===== src/rtl/core/assert_macros.svh =====
// Assertion macros shared by the particle pool RTL.
`ifndef ASSERT_MACROS_SVH
`define ASSERT_MACROS_SVH

// Same-cycle implication, disabled during reset.
`define PPS_ASSERT_IMP(lbl, clk, rst, ante, cons) \
   lbl: assert property (@(posedge clk) disable iff (rst) (ante) |-> (cons)) \
      else $error("particle pool assertion failed");

// Next-cycle implication, disabled during reset.
`define PPS_ASSERT_NXT(lbl, clk, rst, ante, cons) \
   lbl: assert property (@(posedge clk) disable iff (rst) (ante) |=> (cons)) \
      else $error("particle pool assertion failed");

`endif


===== src/rtl/core/pps_pkg.sv =====
// Types and constants of the particle pool motion step block.
package pps_pkg;

   localparam int SLOTS  = 12;
   localparam int SLOT_W = (SLOTS > 1) ? $clog2(SLOTS) : 1;

   // divider geometry: 15-bit dividend, 8-bit divisor
   localparam int DIVD_W = 15;
   localparam int DIVS_W = 8;
   localparam int DCNT_W = $clog2(DIVD_W + 1);

   localparam logic [7:0] STEP_ONE_FRAME = 8'hFF;

   typedef enum logic [1:0] {
      MODE_EMIT  = 2'd0,
      MODE_TICK  = 2'd1,
      MODE_CLEAR = 2'd2,
      MODE_NONE  = 2'd3
   } mode_type;

   typedef struct packed {
      logic [1:0]        mode;
      logic signed [11:0] pos_x;
      logic signed [11:0] pos_y;
      logic [14:0]       rand_x;
      logic [14:0]       rand_y;
      logic [6:0]        spread;
      logic signed [7:0] lift;
      logic [7:0]        lifetime;
      logic signed [7:0] gravity_step;
      logic [7:0]        frame_count;
      logic [7:0]        sprite_id;
      logic              burst_end;
   } req_type;

   typedef struct packed {
      logic [7:0]         draw_sprite;
      logic [7:0]         draw_frame;
      logic signed [11:0] world_x;
      logic signed [11:0] world_y;
      logic               last;
   } rsp_type;

   typedef struct packed {
      logic [15:0] pos_x;
      logic [15:0] pos_y;
      logic [15:0] vel_x;
      logic [15:0] vel_y;
      logic [7:0]  age;
      logic [7:0]  frame;
      logic [7:0]  timer;
      logic [7:0]  step;
      logic [7:0]  lifetime;
      logic [7:0]  gravity;
      logic [7:0]  frames;
      logic [7:0]  sprite;
   } slot_type;

   localparam int SLOT_BITS = $bits(slot_type);

   typedef enum logic [2:0] {
      ST_IDLE,
      ST_EMIT_DIV,
      ST_TICK_RD,
      ST_TICK_UPD,
      ST_TICK_FLUSH
   } state_type;

endpackage


===== src/rtl/core/pps_ram.sv =====
// Generic single-port-write, registered-read RAM.
module pps_ram #(
   parameter int WIDTH = 8,
   parameter int DEPTH = 16
) (
   input  logic                                      clock,
   input  logic                                      we,
   input  logic [((DEPTH > 1) ? $clog2(DEPTH) : 1)-1:0] waddr,
   input  logic [WIDTH-1:0]                          wdata,
   input  logic                                      re,
   input  logic [((DEPTH > 1) ? $clog2(DEPTH) : 1)-1:0] raddr,
   output logic [WIDTH-1:0]                          rdata
);

   logic [WIDTH-1:0] mem_ff [DEPTH];
   logic [WIDTH-1:0] rdata_ff;

   // write port and registered read port
   always_ff @(posedge clock) begin
      if (we) begin
         mem_ff[waddr] <= wdata;
      end
      if (re) begin
         rdata_ff <= mem_ff[raddr];
      end
   end

   assign rdata = rdata_ff;

endmodule


===== src/rtl/core/pps_div.sv =====
// Restoring divider, one quotient bit per cycle.
module pps_div (
   input  logic                        clock,
   input  logic                        reset,
   input  logic                        start,
   input  logic [pps_pkg::DIVD_W-1:0]  dividend,
   input  logic [pps_pkg::DIVS_W-1:0]  divisor,
   output logic                        busy,
   output logic [pps_pkg::DIVD_W-1:0]  quotient,
   output logic [pps_pkg::DIVS_W-1:0]  remainder
);

   logic                        busy_ff, busy_in;
   logic [pps_pkg::DCNT_W-1:0]  cnt_ff, cnt_in;
   logic [pps_pkg::DIVD_W-1:0]  dvd_ff, dvd_in;
   logic [pps_pkg::DIVS_W-1:0]  dvs_ff, dvs_in;
   logic [pps_pkg::DIVS_W-1:0]  rem_ff, rem_in;
   logic [pps_pkg::DIVS_W:0]    rem_sh;
   logic [pps_pkg::DIVS_W:0]    rem_diff;

   // shift in the next dividend bit and trial-subtract
   always_comb begin
      busy_in  = busy_ff;
      cnt_in   = cnt_ff;
      dvd_in   = dvd_ff;
      dvs_in   = dvs_ff;
      rem_in   = rem_ff;
      rem_sh   = {rem_ff, dvd_ff[pps_pkg::DIVD_W-1]};
      rem_diff = rem_sh - {1'b0, dvs_ff};
      if (start) begin
         busy_in = 1'b1;
         cnt_in  = '0;
         dvd_in  = dividend;
         dvs_in  = divisor;
         rem_in  = '0;
      end else if (busy_ff) begin
         if (rem_sh >= {1'b0, dvs_ff}) begin
            rem_in = rem_diff[pps_pkg::DIVS_W-1:0];
            dvd_in = {dvd_ff[pps_pkg::DIVD_W-2:0], 1'b1};
         end else begin
            rem_in = rem_sh[pps_pkg::DIVS_W-1:0];
            dvd_in = {dvd_ff[pps_pkg::DIVD_W-2:0], 1'b0};
         end
         cnt_in = cnt_ff + 1'b1;
         if (cnt_ff == pps_pkg::DCNT_W'(pps_pkg::DIVD_W - 1)) begin
            busy_in = 1'b0;
         end
      end
   end

   always_ff @(posedge clock) begin
      if (reset) begin
         busy_ff <= 1'b0;
         cnt_ff  <= '0;
      end else begin
         busy_ff <= busy_in;
         cnt_ff  <= cnt_in;
      end
      dvd_ff <= dvd_in;
      dvs_ff <= dvs_in;
      rem_ff <= rem_in;
   end

   assign busy      = busy_ff;
   assign quotient  = dvd_ff;
   assign remainder = rem_ff;

endmodule


===== src/rtl/core/particle_pool_motion_step.sv =====
// Top level of the particle pool: sequencer, slot memory and dividers.
//
// Use: one request channel (req_valid/req_ready/req_data) carries emit,
// tick and clear commands; the response channel (rsp_valid/rsp_ready/
// rsp_data) carries draw words, produced by ticks only.
// Emit: writes the slot at the round-robin pointer. Three restoring
// dividers run side by side (two velocity moduli and the frame step), and
// the next request is taken once they finish and the slot is written.
// Clear: frees every slot and rewinds the pointer.
// Tick: walks the slots in ascending order through the slot memory; a free
// slot is skipped, a live one is read, then updated and written back or
// retired, and a flush step ends the walk. Each draw word is held back
// until the next one so that the final one can carry last. An output
// register lets the sequencer run on while a word waits; a stalled receiver
// holds the walk only when that register is full and a word is held back.
// Reset: synchronous, clears live flags, pointer and control; slot memory
// contents are not cleared and need no clearing pass.
module particle_pool_motion_step (
   input  logic            clock,
   input  logic            reset,
   input  logic            req_valid,
   output logic            req_ready,
   input  pps_pkg::req_type req_data,
   output logic            rsp_valid,
   input  logic            rsp_ready,
   output pps_pkg::rsp_type rsp_data
);

`include "assert_macros.svh"

   pps_pkg::state_type         state_ff, state_in;
   logic [pps_pkg::SLOT_W-1:0] idx_ff, idx_in;
   logic [pps_pkg::SLOT_W-1:0] wp_ff, wp_in;
   logic [pps_pkg::SLOTS-1:0]  live_ff, live_in;
   pps_pkg::req_type           em_ff, em_in;
   logic                       pend_valid_ff, pend_valid_in;
   pps_pkg::rsp_type           pend_ff, pend_in;
   logic                       rsp_valid_ff, rsp_valid_in;
   pps_pkg::rsp_type           rsp_ff, rsp_in;

   logic                       ram_we, ram_re;
   logic [pps_pkg::SLOT_W-1:0] ram_waddr;
   pps_pkg::slot_type          ram_wdata, ram_rdata;
   logic [pps_pkg::SLOT_BITS-1:0] ram_rbits;

   logic                       div_start;
   logic                       busy_x, busy_y, busy_s;
   logic [pps_pkg::DIVD_W-1:0] quot_x, quot_y, quot_s;
   logic [pps_pkg::DIVS_W-1:0] rem_x, rem_y, rem_s;
   logic [pps_pkg::DIVS_W-1:0] modulus;

   logic        out_free, idx_end;
   logic [7:0]  vx8, vy8, step8;
   logic [15:0] vel_x, vel_y;
   pps_pkg::slot_type new_slot, upd_slot;
   logic [7:0]  age1, timer1;
   logic        retire;
   pps_pkg::rsp_type draw;

   // slot memory
   pps_ram #(
      .WIDTH (pps_pkg::SLOT_BITS),
      .DEPTH (pps_pkg::SLOTS)
   ) u_slot_ram (
      .clock (clock),
      .we    (ram_we),
      .waddr (ram_waddr),
      .wdata (ram_wdata),
      .re    (ram_re),
      .raddr (idx_ff),
      .rdata (ram_rbits)
   );
   assign ram_rdata = pps_pkg::slot_type'(ram_rbits);

   // velocity moduli and frame step dividers
   assign modulus = {em_in.spread, 1'b1};

   pps_div u_div_x (
      .clock (clock), .reset (reset), .start (div_start),
      .dividend (em_in.rand_x), .divisor (modulus),
      .busy (busy_x), .quotient (quot_x), .remainder (rem_x)
   );
   pps_div u_div_y (
      .clock (clock), .reset (reset), .start (div_start),
      .dividend (em_in.rand_y), .divisor (modulus),
      .busy (busy_y), .quotient (quot_y), .remainder (rem_y)
   );
   pps_div u_div_s (
      .clock (clock), .reset (reset), .start (div_start),
      .dividend ({{(pps_pkg::DIVD_W-8){1'b0}}, em_in.lifetime}),
      .divisor (em_in.frame_count),
      .busy (busy_s), .quotient (quot_s), .remainder (rem_s)
   );

   // build the emitted slot from divider results
   always_comb begin
      vx8 = rem_x - {1'b0, em_ff.spread};
      vy8 = rem_y - {1'b0, em_ff.spread};
      if (em_ff.spread == '0) begin
         vx8 = '0;
         vy8 = '0;
      end
      vel_x = {{8{vx8[7]}}, vx8};
      vel_y = {{8{vy8[7]}}, vy8} + {{8{em_ff.lift[7]}}, em_ff.lift};
      step8 = (em_ff.frame_count > 8'd1) ? quot_s[7:0] : pps_pkg::STEP_ONE_FRAME;
      if (step8 == '0) begin
         step8 = 8'd1;
      end
      new_slot.pos_x    = {em_ff.pos_x, 4'b0};
      new_slot.pos_y    = {em_ff.pos_y, 4'b0};
      new_slot.vel_x    = vel_x;
      new_slot.vel_y    = vel_y;
      new_slot.age      = '0;
      new_slot.frame    = '0;
      new_slot.timer    = '0;
      new_slot.step     = step8;
      new_slot.lifetime = em_ff.lifetime;
      new_slot.gravity  = em_ff.gravity_step;
      new_slot.frames   = em_ff.frame_count;
      new_slot.sprite   = em_ff.sprite_id;
   end

   // age, move and animate the slot just read
   always_comb begin
      upd_slot  = ram_rdata;
      age1      = ram_rdata.age + 8'd1;
      retire    = (age1 >= ram_rdata.lifetime);
      timer1    = ram_rdata.timer + 8'd1;
      upd_slot.age   = age1;
      upd_slot.vel_y = ram_rdata.vel_y + {{8{ram_rdata.gravity[7]}}, ram_rdata.gravity};
      upd_slot.pos_x = ram_rdata.pos_x + ram_rdata.vel_x;
      upd_slot.pos_y = ram_rdata.pos_y + upd_slot.vel_y;
      upd_slot.timer = timer1;
      if (timer1 >= ram_rdata.step) begin
         upd_slot.timer = '0;
         if (({1'b0, ram_rdata.frame} + 9'd1) < {1'b0, ram_rdata.frames}) begin
            upd_slot.frame = ram_rdata.frame + 8'd1;
         end
      end
      draw.draw_sprite = ram_rdata.sprite;
      draw.draw_frame  = upd_slot.frame;
      draw.world_x     = upd_slot.pos_x[15:4];
      draw.world_y     = upd_slot.pos_y[15:4];
      draw.last        = 1'b0;
   end

   assign out_free = !rsp_valid_ff || rsp_ready;
   assign idx_end  = (idx_ff == pps_pkg::SLOT_W'(pps_pkg::SLOTS - 1));

   // sequencer: next state and datapath controls
   always_comb begin
      state_in      = state_ff;
      idx_in        = idx_ff;
      wp_in         = wp_ff;
      live_in       = live_ff;
      em_in         = em_ff;
      pend_valid_in = pend_valid_ff;
      pend_in       = pend_ff;
      rsp_valid_in  = rsp_valid_ff;
      rsp_in        = rsp_ff;
      req_ready     = 1'b0;
      div_start     = 1'b0;
      ram_we        = 1'b0;
      ram_re        = 1'b0;
      ram_waddr     = idx_ff;
      ram_wdata     = upd_slot;

      if (rsp_valid_ff && rsp_ready) begin
         rsp_valid_in = 1'b0;
      end

      unique case (state_ff)
         pps_pkg::ST_IDLE: begin
            req_ready = 1'b1;
            if (req_valid) begin
               case (req_data.mode)
                  pps_pkg::MODE_EMIT: begin
                     em_in     = req_data;
                     div_start = 1'b1;
                     state_in  = pps_pkg::ST_EMIT_DIV;
                  end
                  pps_pkg::MODE_TICK: begin
                     idx_in   = '0;
                     state_in = pps_pkg::ST_TICK_RD;
                  end
                  pps_pkg::MODE_CLEAR: begin
                     live_in = '0;
                     wp_in   = '0;
                  end
                  default: begin
                  end
               endcase
            end
         end
         pps_pkg::ST_EMIT_DIV: begin
            if (!busy_x && !busy_y && !busy_s) begin
               ram_we         = 1'b1;
               ram_waddr      = wp_ff;
               ram_wdata      = new_slot;
               live_in[wp_ff] = 1'b1;
               wp_in          = (wp_ff == pps_pkg::SLOT_W'(pps_pkg::SLOTS - 1)) ?
                                '0 : wp_ff + 1'b1;
               state_in       = pps_pkg::ST_IDLE;
            end
         end
         pps_pkg::ST_TICK_RD: begin
            if (live_ff[idx_ff]) begin
               ram_re   = 1'b1;
               state_in = pps_pkg::ST_TICK_UPD;
            end else if (idx_end) begin
               state_in = pps_pkg::ST_TICK_FLUSH;
            end else begin
               idx_in = idx_ff + 1'b1;
            end
         end
         pps_pkg::ST_TICK_UPD: begin
            if (retire || !pend_valid_ff || out_free) begin
               if (retire) begin
                  live_in[idx_ff] = 1'b0;
               end else begin
                  ram_we = 1'b1;
                  if (pend_valid_ff) begin
                     rsp_valid_in = 1'b1;
                     rsp_in       = pend_ff;
                  end
                  pend_valid_in = 1'b1;
                  pend_in       = draw;
               end
               if (idx_end) begin
                  state_in = pps_pkg::ST_TICK_FLUSH;
               end else begin
                  idx_in   = idx_ff + 1'b1;
                  state_in = pps_pkg::ST_TICK_RD;
               end
            end
         end
         pps_pkg::ST_TICK_FLUSH: begin
            if (!pend_valid_ff) begin
               state_in = pps_pkg::ST_IDLE;
            end else if (out_free) begin
               rsp_valid_in  = 1'b1;
               rsp_in        = pend_ff;
               rsp_in.last   = 1'b1;
               pend_valid_in = 1'b0;
               state_in      = pps_pkg::ST_IDLE;
            end
         end
         default: begin
            state_in = pps_pkg::ST_IDLE;
         end
      endcase
   end

   always_ff @(posedge clock) begin
      if (reset) begin
         state_ff      <= pps_pkg::ST_IDLE;
         idx_ff        <= '0;
         wp_ff         <= '0;
         live_ff       <= '0;
         pend_valid_ff <= 1'b0;
         rsp_valid_ff  <= 1'b0;
      end else begin
         state_ff      <= state_in;
         idx_ff        <= idx_in;
         wp_ff         <= wp_in;
         live_ff       <= live_in;
         pend_valid_ff <= pend_valid_in;
         rsp_valid_ff  <= rsp_valid_in;
      end
      em_ff   <= em_in;
      pend_ff <= pend_in;
      rsp_ff  <= rsp_in;
   end

   assign rsp_valid = rsp_valid_ff;
   assign rsp_data  = rsp_ff;

   // a held-back draw word exists only inside a tick walk
   `PPS_ASSERT_IMP(a_pend_in_tick, clock, reset, pend_valid_ff,
      state_ff == pps_pkg::ST_TICK_RD || state_ff == pps_pkg::ST_TICK_UPD ||
      state_ff == pps_pkg::ST_TICK_FLUSH)
   // a clear leaves the pool empty with the pointer rewound
   `PPS_ASSERT_NXT(a_clear_empties, clock, reset,
      req_valid && req_ready && req_data.mode == pps_pkg::MODE_CLEAR,
      live_ff == '0 && wp_ff == '0)
   // an emit write marks its slot live
   `PPS_ASSERT_NXT(a_emit_live, clock, reset,
      state_ff == pps_pkg::ST_EMIT_DIV && ram_we, live_ff[$past(wp_ff)])

endmodule


===== config.mk =====
export PLATFORM = sky130hd
export DESIGN_NAME = particle_pool_motion_step
export DESIGN_NICKNAME = d
export VERILOG_FILES = /design/src/rtl/core/pps_pkg.sv /design/src/rtl/core/pps_ram.sv /design/src/rtl/core/pps_div.sv /design/src/rtl/core/particle_pool_motion_step.sv
export VERILOG_INCLUDE_DIRS = /design/src /design/src/rtl/core
export SDC_FILE = /design/constraint.sdc
export NUM_CORES = 2
export LEC_CHECK = 0
export BUFFER_PORTS_ARGS = -buffer_cell sky130_fd_sc_hd__buf_2
export CORE_ASPECT_RATIO = 1.25
export CORE_UTILIZATION = 38
export CTS_CLUSTER_DIAMETER = 60
export DETAILED_ROUTE_END_ITERATION = 7
export GPL_TIMING_DRIVEN = 1
export PLACE_DENSITY_LB_ADDON = 0.3
export SYNTH_ARGS = -nofsm -noshare
export SYNTH_HDL_FRONTEND = slang
export SYNTH_SLANG_ARGS = --single-unit

===== constraint.sdc =====
create_clock -name clock -period 13.8 [get_ports clock]
set_clock_uncertainty 0.1 [all_clocks]
set_input_delay 2.76 -clock clock [delete_from_list [all_inputs] [get_ports clock]]
set_output_delay 2.76 -clock clock [all_outputs]
set_load 0.02 [all_outputs]

==> run summary <==
- RSZ-0062 raised after global routing: false
- area of the die: 0.2075 mm^2
- clock tree from TritonCTS: yes
- library cell with the largest summed area after synthesis: sky130_fd_sc_hd__edfxtp_1
- most common cell in the netlist: sky130_fd_sc_hd__edfxtp_1
- outcome: complete, no violations
- area inside the core boundary: 0.2037 mm^2
- Top-Level Pins: 151
- instance count of the mapped netlist: 4322
- antenna violation net count after detailed routing: 0
- maximum number of buffers from clock root to sink: 3
- number of cells in the finished layout apart from fillers: 7415
- most frequently used flop master after synthesis: sky130_fd_sc_hd__edfxtp_1
- gpl congestion: 0.7982
- net count of the mapped netlist: 4573
- actual slew at the worst max-slew pin: 1278 ps
- number of cells upsized or downsized after cts: 0
- highest clock rate: 170.4 MHz
- final number of max-transition violations: 0
- count of synthesis-stage warnings from yosys: 0
- total congestion overflow: 0
- Arrival @ worst endpoint: 6210 ps
- hold-fix buffers at CTS: 0
- number of buffers created by CTS: 193
- required time of the critical path: 14140 ps
- critical path class: in2reg
- Min Clock Period, post-route: 5869 ps
- crit-path most repeated cell: sky130_fd_sc_hd__buf_4
- detailed-route wire length: 177500 um
- fraction of synthesis flops using an asynchronous set or reset pin: 0%
- remaining max-slew budget at the tightest pin: 13.90%
- pin count of the biggest net entering global routing: 141
- number of input and output port buffers inserted: 149
- CTS Root Buffer Type: sky130_fd_sc_hd__clkbuf_16
- Multi-input gate area: 0.01977 mm^2
- top cells by area in the synthesized netlist: sky130_fd_sc_hd__edfxtp_1, sky130_fd_sc_hd__mux4_2, sky130_fd_sc_hd__dfxtp_1
- post-DR wirelength/cell: 23.94 um
- Syn Std Cell Area: 0.07814 mm^2
- Crit. End Element: register
- Area Growth Syn to Fin: 13.12%
- max cap viols: 0
- Setup violations, final: 0
- final worst path period share: 42.53%
- DRC violation count after routing: 0
- list of cells traversed by the critical path: buf_2 -> nor2b_1 -> buf_4 -> inv_1 -> nor2_1 -> o32ai_1 -> nand2_1 -> nor2_4 -> buf_4 -> buf_4
- sequential standard cell area: 0.05733 mm^2
- TritonRoute pass-1 iters: 5
- Overall Global Routing Usage: 17.03%
- largest driver fanout on the critical path: 41
- layout cells sized above 1: 20.05%
- classification of the worst-slack hold path: reg2reg
- peak ir drop on the vdd network: 0.1293 mV
- row count: 185
- DRC violation total after the first TritonRoute iteration: 3758
- sequential cell area fraction in the yosys report: 73.35%
- number of different library cells in the post-synthesis netlist: 82
- total power divided by cell area: 175.2 mW/mm^2
- Slowest cell on crit path: sky130_fd_sc_hd__nor2_4
- largest stage delay on the critical path: 790 ps
- ranking of synthesized cells by instance count: sky130_fd_sc_hd__edfxtp_1, sky130_fd_sc_hd__nand2_1, sky130_fd_sc_hd__mux4_2, sky130_fd_sc_hd__o21ai_0, sky130_fd_sc_hd__mux2i_1
- CTS H-tree lvls: 4
- height of the chip: 509.0 um
- FILL cells: 17.75k
- Static Leak: 28.25 nW
- global-route wire length before repair: 262600 um
- Mapped Avg Cell Area: 18.08 um^2
- Initial Utilization: 38.36%
- Total Negative Setup Slacks: 0 ps
- worst-skew pair later-pin latency: 830 ps
- total power consumption of the routed design: 15.49 mW
- Worst Setup Start Kind: input port
- via count of the first global-routing pass: 40.17k
- layout net count: 4790
- area share of the leading cell type in the synthesized netlist: 70.94%
- CTS sink count: 1940
- clk slew on worst S/H paths: 60 ps
- via-per-instance ratio: 5.336
- detailed placement HPWL: 94800 um
- postcts setup bufs: 0
- number of enable-type register cells in the synthesized netlist: 1846
- antenna violations before repair: 6
- flops & latches, synth: 1940
- horizontal die dimension: 407.6 um
- Placed Cells: 7055
- final hold vios: 0
- total via count in the routed design: 39.57k
layout by cell type, fill, tap and decap left out, drive strengths merged, types with 28 or more instances in the layout:
master,n
buf,220
clkbuf,238
nor2b,30
a21oi,119
dfxtp,94
clkinv,94
ha,134
mux4,387
inv,105
o21ai,233
a21o,35
nand2,460
mux2i,149
edfxtp,1846
xnor2,62
xor2,28
nand3,33
nor2,123
sequential cells by signal (all words and copies together) (netlist names), 12 cells and up:
| name | count |
|---|---|
| u_slot_ram.mem_ff | 1536 |
| u_slot_ram.rdata | 128 |
| em_ff | 71 |
| rsp_data | 41 |
| pend_ff | 40 |
| u_div_s.quotient | 15 |
| u_div_x.quotient | 15 |
| u_div_y.quotient | 15 |
| live_ff | 12 |
cell families (layout without fill, tap and decap cells):
logic type,Yosys count,in the layout,share of synthesized area [%]
AO/OA/AOI/OAI,522,522,4.038
XOR/XNOR,91,91,1.038
AND/OR/NAND/NOR,780,780,4.391
multiplexers,552,552,13.29
buffers and inverters,294,675,1.516
adder cells (fa/ha/maj),143,143,2.376
other,0,1,0
flip-flops,1940,1940,73.35
final cells by class:
| cell class | count | share of cell area [%] |
|---|---|---|
| Antenna cell | 1 | 0.002831 |
| Clock buffer | 238 | 5.726 |
| Clock inverter | 121 | 1.273 |
| Inverter | 96 | 0.4077 |
| Multi-Input combinational cell | 2088 | 22.36 |
| Sequential cell | 1940 | 64.86 |
| Tap cell | 2711 | 3.837 |
| Timing Repair Buffer | 220 | 1.532 |
power breakdown:
group	internal [mW]	total [mW]	switching (mW)
registers	7.37	7.54	0.169
clock network	2.90	5.12	2.23
logic	1.01	2.83	1.81
total	11.3	15.5	4.21
routing by layer:
layer	GRT usage, %	vias up	part of all wire, %
met5	0	-	0.012
met4	3.994	4	1.7
met3	3.538	221	6.4
met2	27.18	1092	47
met1	23.93	20730	45
li1	-	17520	-
worst max-delay path, delay by kind of cell:
kind                   cells  cell delay [ps]
AOI/OAI and AO/OA          1              280
buffers and inverters      5             1860
and+or+nand+nor            4             1220
metrics by stage:
stage / utilization, % / area [um^2] / hold WS [ps] / setup slack [ps]
floorplan: - / 78140 / 300.3 / 4246
global placement: 40.36 / 82200 / 303.0 / 7079
detailed placement: 40.36 / 82200 / 304.5 / 7004
CTS: 43.39 / 88390 / 291.4 / 7916
global route: 43.39 / 88390 / 310.8 / 7777
finish: 43.39 / 88390 / 292.9 / 7931
worst paths after layout:
path	from	end	cells past startpoint	slack [ps]
worst max-delay path	rsp_ready	u_slot_ram.mem_ff[9][120]$_DFFE_PP_	10	7930
worst min-delay path	pend_ff[32]$_DFFE_PP_	rsp_data[32]$_DFFE_PP_	0	290
worst max register to register	u_slot_ram.rdata[56]$_DFFE_PP_	u_slot_ram.mem_ff[9][120]$_DFFE_PP_	13	8180
worst min register to register	pend_ff[32]$_DFFE_PP_	rsp_data[32]$_DFFE_PP_	0	290
Note: power is estimated with default switching activity, not from simulation.
